$ cat config.mk
export PLATFORM = sky130hd
export DESIGN_NAME = lifo_stack_duplicate_detect_core
export DESIGN_NICKNAME = d
export VERILOG_FILES = /design/src/hdl/ldd_pkg.sv /design/src/hdl/ldd_cell.sv /design/src/hdl/lifo_stack_duplicate_detect_core.sv
export SDC_FILE = /design/constraint.sdc
export NUM_CORES = 2
export LEC_CHECK = 0
export BUFFER_PORTS_ARGS = -buffer_cell sky130_fd_sc_hd__buf_2
export CAP_MARGIN = 25
export CORE_MARGIN = 10
export CORE_UTILIZATION = 30
export DETAILED_ROUTE_END_ITERATION = 8
export SLEW_MARGIN = 5
export SYNTH_ARGS = -nofsm -noshare
export SYNTH_HDL_FRONTEND = slang
export SYNTH_SLANG_ARGS = --single-unit
$ cat constraint.sdc
create_clock -name clk -period 31.5 [get_ports clk]
set_input_delay 4.725 -clock clk [delete_from_list [all_inputs] [get_ports clk]]
set_output_delay 4.725 -clock clk [all_outputs]
set_load 0.02 [all_outputs]
$ cat src/hdl/ldd_pkg.sv
// Shared types and constants for the LIFO stack with duplicate detect.
// No dependencies.
`default_nettype none
package ldd_pkg;

	localparam int STACK_DEPTH = 16;
	localparam int WORD_W      = 32;
	localparam int CNT_W       = $clog2(STACK_DEPTH + 1);
	localparam int ENTRY_W     = 5;
	localparam int CMD_W       = 2;

	typedef enum logic [CMD_W-1:0] {
		CMD_PUSH  = 2'd0,
		CMD_POP   = 2'd1,
		CMD_CLEAR = 2'd2
	} cmd_t;

	// shift controls broadcast to every cell
	typedef struct packed {
		logic push_en;
		logic pop_en;
	} cell_ctl_t;

endpackage
`default_nettype wire

$ cat src/hdl/ldd_cell.sv
// One stack slot: holds a word and its matches-below bit, shifts with its neighbors.
// Depends on ldd_pkg.
`default_nettype none
module ldd_cell (
	input  wire logic                            clk,
	input  wire ldd_pkg::cell_ctl_t              ctl,
	input  wire logic                            live,
	input  wire logic signed [ldd_pkg::WORD_W-1:0] probe,
	input  wire logic signed [ldd_pkg::WORD_W-1:0] up_value,
	input  wire logic                            up_match,
	input  wire logic signed [ldd_pkg::WORD_W-1:0] dn_value,
	input  wire logic                            dn_match,
	output logic signed [ldd_pkg::WORD_W-1:0]      value,
	output logic                                 match,
	output logic                                 hit
);

	logic signed [ldd_pkg::WORD_W-1:0] value_q;
	logic                              match_q;

	// push moves entries away from the top, pop moves them toward it
	always_ff @(posedge clk) begin
		if (ctl.push_en) begin
			value_q <= up_value;
			match_q <= up_match;
		end else if (ctl.pop_en) begin
			value_q <= dn_value;
			match_q <= dn_match;
		end
	end

	assign value = value_q;
	assign match = match_q;
	assign hit   = live && (value_q == probe);

endmodule
`default_nettype wire

$ cat src/hdl/lifo_stack_duplicate_detect_core.sv
// Result is registered: valid on the master side in the cycle after request acceptance.
// Throughput: one request per cycle while results are taken; the single output register
// stalls the slave side only when a result is held and not taken.
// Cycle time is set by the parallel compare of the pushed word across all cells.
// Reset clears the entry count, duplicate count and output valid; stored words are not cleared.
`default_nettype none
module lifo_stack_duplicate_detect_core (
	input  wire logic        clk,
	input  wire logic        arst_n,
	input  wire logic        s_axis_tvalid,
	output logic             s_axis_tready,
	input  wire logic [31:0] s_axis_tdata,   // [31:0] push_value
	input  wire logic [1:0]  s_axis_tuser,   // [1:0] cmd
	output logic             m_axis_tvalid,
	input  wire logic        m_axis_tready,
	// [31:0] top_value, [36:32] entry_count, [37] is_empty, [38] is_full,
	// [39] has_duplicate, [40] push_rejected
	output logic [47:0]      m_axis_tdata
);

	localparam int D = ldd_pkg::STACK_DEPTH;
	localparam int W = ldd_pkg::WORD_W;
	localparam int C = ldd_pkg::CNT_W;

	logic            accept;
	ldd_pkg::cmd_t   cmd;
	logic signed [W-1:0] push_value;

	logic [C-1:0] count_q, count_d;
	logic [C-1:0] dup_q, dup_d;
	logic         full, empty;
	logic         do_push, do_pop, do_clear, rejected;
	logic         hit_any;
	logic signed [W-1:0] top_d;
	ldd_pkg::cell_ctl_t ctl;

	logic signed [W-1:0] cell_value [D];
	logic                cell_match [D];
	logic [D-1:0]        cell_hit;

	logic                out_valid_q;
	logic signed [W-1:0] top_value_q;
	logic [ldd_pkg::ENTRY_W-1:0] entry_count_q;
	logic                is_empty_q, is_full_q, has_dup_q, rejected_q;

	assign cmd        = ldd_pkg::cmd_t'(s_axis_tuser);
	assign push_value = s_axis_tdata[W-1:0];
	assign s_axis_tready = !out_valid_q || m_axis_tready;
	assign accept     = s_axis_tvalid && s_axis_tready;

	assign full    = (count_q == C'(D));
	assign empty   = (count_q == '0);
	assign hit_any = |cell_hit;

	always_comb begin
		do_push  = 1'b0;
		do_pop   = 1'b0;
		do_clear = 1'b0;
		rejected = 1'b0;
		if (accept) begin
			case (cmd)
				ldd_pkg::CMD_PUSH: begin
					if (full) rejected = 1'b1;
					else      do_push  = 1'b1;
				end
				ldd_pkg::CMD_POP:   do_pop   = !empty;
				ldd_pkg::CMD_CLEAR: do_clear = 1'b1;
				default: ;
			endcase
		end
	end

	assign ctl.push_en = do_push;
	assign ctl.pop_en  = do_pop;

	// dup count tracks live entries whose matches-below bit is set
	always_comb begin
		count_d = count_q;
		dup_d   = dup_q;
		if (do_push) begin
			count_d = count_q + C'(1);
			dup_d   = dup_q + C'(hit_any);
		end else if (do_pop) begin
			count_d = count_q - C'(1);
			dup_d   = dup_q - C'(cell_match[0]);
		end else if (do_clear) begin
			count_d = '0;
			dup_d   = '0;
		end
	end

	always_comb begin
		if (do_push)              top_d = push_value;
		else if (count_d == '0)   top_d = '0;
		else if (do_pop)          top_d = cell_value[1];
		else                      top_d = cell_value[0];
	end

	genvar i;
	generate
		for (i = 0; i < D; i++) begin : g_cell
			logic signed [W-1:0] up_v, dn_v;
			logic                up_m, dn_m;
			if (i == 0) begin : g_top
				assign up_v = push_value;
				assign up_m = hit_any;
			end else begin : g_mid
				assign up_v = cell_value[i-1];
				assign up_m = cell_match[i-1];
			end
			if (i == D - 1) begin : g_bot
				assign dn_v = '0;
				assign dn_m = 1'b0;
			end else begin : g_low
				assign dn_v = cell_value[i+1];
				assign dn_m = cell_match[i+1];
			end
			ldd_cell u_cell (
				.clk      (clk),
				.ctl      (ctl),
				.live     (C'(i) < count_q),
				.probe    (push_value),
				.up_value (up_v),
				.up_match (up_m),
				.dn_value (dn_v),
				.dn_match (dn_m),
				.value    (cell_value[i]),
				.match    (cell_match[i]),
				.hit      (cell_hit[i])
			);
		end
	endgenerate

	always_ff @(posedge clk or negedge arst_n) begin
		if (!arst_n) begin
			count_q     <= '0;
			dup_q       <= '0;
			out_valid_q <= 1'b0;
		end else begin
			count_q <= count_d;
			dup_q   <= dup_d;
			if (accept)             out_valid_q <= 1'b1;
			else if (m_axis_tready) out_valid_q <= 1'b0;
		end
	end

	always_ff @(posedge clk) begin
		if (accept) begin
			top_value_q   <= top_d;
			entry_count_q <= ldd_pkg::ENTRY_W'(count_d);
			is_empty_q    <= (count_d == '0);
			is_full_q     <= (count_d == C'(D));
			has_dup_q     <= (dup_d != '0);
			rejected_q    <= rejected;
		end
	end

	assign m_axis_tvalid = out_valid_q;
	assign m_axis_tdata  = {7'd0, rejected_q, has_dup_q, is_full_q, is_empty_q,
		entry_count_q, top_value_q};

endmodule
`default_nettype wire

# After elaboration in Yosys (flattened, before gate mapping)
# Cells that the tools add are included.
# op_classes
eq_ne,20
n_lt_le_gt_ge,16
addsub,4
n_mux,82
reduce_logical,27
# op_table
cell,n
32-bit 2-to-1 mux,34
32-bit equality test,16
1-bit 2-to-1 mux,42
"4-bit by 5-bit < comparator with 1-bit output, first input constant",8
5-bit 2-to-1 mux,6
"3-bit by 5-bit < comparator with 1-bit output, first input constant",4
1-bit logical AND,17
16-bit OR reduction,1
"5-bit equality test, second input constant",2
5-bit zero test,2
"1-bit by 5-bit < comparator with 1-bit output, first input constant",2
"2-bit by 5-bit < comparator with 1-bit output, first input constant",2
5-bit by 1-bit adder with 5-bit output,1
"5-bit by 1-bit adder with 5-bit output, second input constant",1
5-bit nonzero test,1
5-bit by 1-bit subtractor with 5-bit output,1
"5-bit by 1-bit subtractor with 5-bit output, second input constant",1
2-bit nonzero test,2
"2-bit by 1-bit equality test with 1-bit output, second input constant",1
"2-bit equality test, second input constant",1
1-bit zero test,2
2-bit zero test,1
1-bit logical OR,1
# word_totals
wordCells,190
input_bits,38
output_inout_bits,50
regBits,580

# Depth between registers and ports, before layout
# depth
word_depth,10
depth_mapped,16
mapped_depth_nobuf,15

# Hierarchy
# From an unflattened synthesis, not the netlist that was laid out.
# unflattened
cells_unflattened,2260
area_unflattened_um2,31262.5
# by_module_without_submodules
module,seq_area_each_um2,n_inst,cells_each,area_each_um2
ldd_cell,991.0,16,119,1750.4
lifo_stack_duplicate_detect_core,1506.4,1,356,3255.6

# Worst setup path after synthesis
# Ideal clock, no wire load.
# synth_timing
path_kind,input to register
from,input m_axis_tready
to,register g_cell[0].u_cell.match_q (enable)
setup_ns,1.424
required_time_ns,30.076
arrival_ns,28.260
path_stages,5
slack_ns,1.815
path_buffers,2
path_cell_list,nand2b_1 clkbuf_1 and2_1 clkbuf_1 nor2b_1
# synth_via
elab_chain_len,4
word_cells_on_any_way,5
cone_classes,mux: 2; reduce/logical: 3
# synth_lines
item,line_no,rtl
start: declaration,lifo_stack_duplicate_detect_core.sv:15,"input wire logic m_axis_tready,"
1-bit logical OR (*),lifo_stack_duplicate_detect_core.sv:48,assign s_axis_tready = !out_valid_q || m_axis_tready;
via s_axis_tready,lifo_stack_duplicate_detect_core.sv:11,"output logic s_axis_tready,"
1-bit logical AND (*),lifo_stack_duplicate_detect_core.sv:49,assign accept = s_axis_tvalid && s_axis_tready;
via accept,lifo_stack_duplicate_detect_core.sv:25,logic accept;
1-bit 2-to-1 mux,lifo_stack_duplicate_detect_core.sv:60,if (accept) begin
2-bit nonzero test (no line) (*),--,
end signal: assignment,ldd_cell.sv:25,match_q <= up_match;
end signal: assignment,ldd_cell.sv:28,match_q <= dn_match;
end: declaration,ldd_cell.sv:19,logic match_q;
# Mark *: on every way through the listed nets, which the timed path passes. The rest lies on a longest branch.
# A chain may end at the register's enable or synchronous reset.

# Final worst setup path
# layout_timing
from,input m_axis_tready
to,output s_axis_tready
# layout_via
elab_chain_len,1
# layout_lines
item,line_no
1-bit logical OR,lifo_stack_duplicate_detect_core.sv:48
end: declaration,lifo_stack_duplicate_detect_core.sv:11
# No other way between the ends.

==> out/metrics.cfg <==
[grt]
grt.total_usage=0.158
grt_pass1_wl_mm=139
first_global_vias=20800
grt_max_degree=228
antenna_found_initial=6
gr-total-overflow=0

[setup_path]
cp-start-kind=input pin
crit_type=in -> out
endpoint_kind=primary output
required_ns=26.78
cp.arrival_ns=5.31
critical_path.max_fanout=8

[layout]
ff_latch_area_um2=17000
area_growth_syn_to_layout_pct=11.2
mostFrequentLayoutCells=1,431 x nand2_1, 537 x edfxtp_1, 377 x xor2_1, 138 x xnor2_1, 100 x nor4_1
final_common_cell=nand2_1
multi_input_area_um2=12700
fillers=10300
finalNetCount=3156
drive_gt1_frac=0.0662
fin_cells=4517

[timing]
max_slew_margin=0.0854
fin_setup_tns_ns=0
max_freq_mhz=99.7
slew_viol_final=0
rsz0062_at_grt=no
final-hold-violation-count=0
finalSetupViolCount=0
fin_skew_ns=0.0115
fin_crit_sh=0.319
min_period_ns=10.03
tightest_slew_ns=1.37

[route]
dr.first_iter.drc_count=2935
dr.pass1.iters=5
vias=22200
drc=0
via_per_inst=4.92
wl_mm=95.5
wire_per_inst_um=21.1
ant_nets=0

[floorplan]
row_count=116
dieArea_um2=115000
core_area_um2=101000
fp.dieH_um=339
die_w_um=339
start_util=0.304
ios=88

[clocking]
htreeDepth=2
post_cts_buffers=0
ctsHoldBuffers=0
cts_tree=built
clkTransAtPathRegs_ns=0.06
clock-sinks=580
root_buffer=clkbuf_16
cts_buffers=56
ctsResizeCount=0
clkLatencyLatePin_ns=0.64
clockBufferDepth=3

[pwr]
ir_drop_uv=42.9
p_comb_frac=0.184
p_int_w=0.00148
p_seq_frac=0.491
leakagePower_nw=13.6
power.switching_w=0.000663
clkPwrFrac=0.325
p_sw_frac=0.309
p_per_area_nw_per_um2=63.2

[worst_hold_path]
hp-class=reg -> reg

[placement]
portBuffers=80
dp_hpwl_mm=65.8
place_inst=4408
globalplace.congestion=0.911

[outcome]
status=finished, final reports clean

[synthesis]
avgSynthCellArea_um2=9.71
yosys_most_used_dff=edfxtp_1
synth_edf_count=537
ys_ff_latch=580
seq_area_frac_synth=0.558
synth_cell_type_count=57
syn_area_um2=30600
syn_inst=3145
synthArstFlopShare=0.0190
ys_warn_count=0

[job]
cap_violations=0

## per-layer routing
| layer | global-route usage | up-vias | share of wire |
|---|---|---|---|
| met2 | 0.238 | 954 | 0.45 |
| met1 | 0.223 | 10700 | 0.44 |
| met5 | 0 | - | 0.000084 |
| met4 | 0.0610 | 2 | 0.037 |
| met3 | 0.0275 | 154 | 0.082 |
| li1 | - | 10400 | - |
## worst paths after layout
kind	start	endpoint	slack [ns]	cells after the start
max	m_axis_tready	s_axis_tready	21.47	3
min reg2reg	g_cell[15].u_cell.match	g_cell[14].u_cell.match	0.52	2
min in group asynchronous	arst_n	count_q[2]	3.97	1
max in group asynchronous	arst_n	dup_q[0]	27.29	1
max reg2reg	count_q[1]	g_cell[15].u_cell.value[23]	26.06	8
min	g_cell[15].u_cell.match	g_cell[14].u_cell.match	0.52	2
## area by class of cell
cell class                 count  area share
clock buffer                  75      0.0463
multi-input combinational   2357       0.373
sequential                   580       0.502
timing repair buffer         107      0.0204
inverter                       8    0.000884
antenna                        5    0.000368
clock inverter                28     0.00766
tap                         1357      0.0500
## per-stage QoR
step	area (um^2)	hold WS, ns	setup slack (ns)	utilization	total power (W)
5_1_grt	34000	0.572	21.43	0.338	0.00223
4_1_cts	33900	0.531	21.47	0.337	0.00214
2_1_floorplan	30600	0.491	1.82	-	0.00135
3_5_place_dp	32100	0.515	21.47	0.319	0.00145
3_3_place_gp	32100	0.503	21.47	0.319	0.00144
6_report	34000	0.524	21.47	0.338	0.00215
## power by group through the flow
stage	Sequential, W	Clock, W	Combinational [W]
2_1_floorplan	0.00109	0	0.000262
3_3_place_gp	0.00107	0	0.000376
3_5_place_dp	0.00107	0	0.000383
4_1_cts	0.00105	0.000707	0.000385
5_1_grt	0.00106	0.000736	0.000427
6_report	0.00105	0.000698	0.000394
## state kept, by name (all words and copies together), names as in the netlist
| register | count |
|---|---|
| entry_count_q | 5 |
| is_empty_q | 1 |
| count_q | 5 |
| dup_q | 5 |
| m_axis_tvalid | 1 |
| top_value_q | 32 |
| rejected_q | 1 |
| has_dup_q | 1 |
| is_full_q | 1 |
| g_cell.u_cell.value | 512 |
| g_cell.u_cell.match | 16 |
## worst max-delay path, cell delays in order
cell and delay, ns:
buf_2 0.09, nand2b_1 0.26, buf_2 0.23
## synthesized netlist by cell type, types with 2 or more instances
library cell	count	area [um^2]
buf_6	4	45.0
a21boi_1	23	173
nand4_1	54	338
and4_1	2	17.5
nor3_1	15	75.1
and2_1	35	219
xor2_1	377	3300
dfxtp_1	32	641
a21oi_1	11	55.1
edfxtp_1	537	16100
a21boi_0	2	15.0
clkbuf_1	182	683
o21ai_1	34	170
nand2_1	1431	5370
buf_2	5	25.0
o211ai_1	3	22.5
nor2b_1	4	25.0
a21boi_2	9	101
inv_1	8	30.0
mux2i_1	32	320
nor2_1	13	48.8
o21ai_0	5	25.0
a41oi_1	2	17.5
nand3_1	16	80.1
buf_1	4	15.0
nor4_1	100	626
a221oi_1	2	17.5
a21o_1	2	15.0
dfrtp_1	11	275
buf_4	11	82.6
a2111oi_0	5	43.8
or3_1	2	12.5
nand2b_1	3	18.8
xnor2_1	138	1210
ha_1	8	100
o22a_1	2	17.5
## cells by family after synthesis
| kind of cell | share of synthesized area |
|---|---|
| buffers and inverters | 0.0288 |
| muxes | 0.0105 |
| AOI/OAI and AO/OA | 0.0255 |
| and+or+nand+nor | 0.226 |
| other | 0.000123 |
| xor gates and xnor gates | 0.148 |
| DFF | 0.558 |
| adders and majority gates | 0.00328 |
Note: power is estimated with default switching activity, not from simulation.
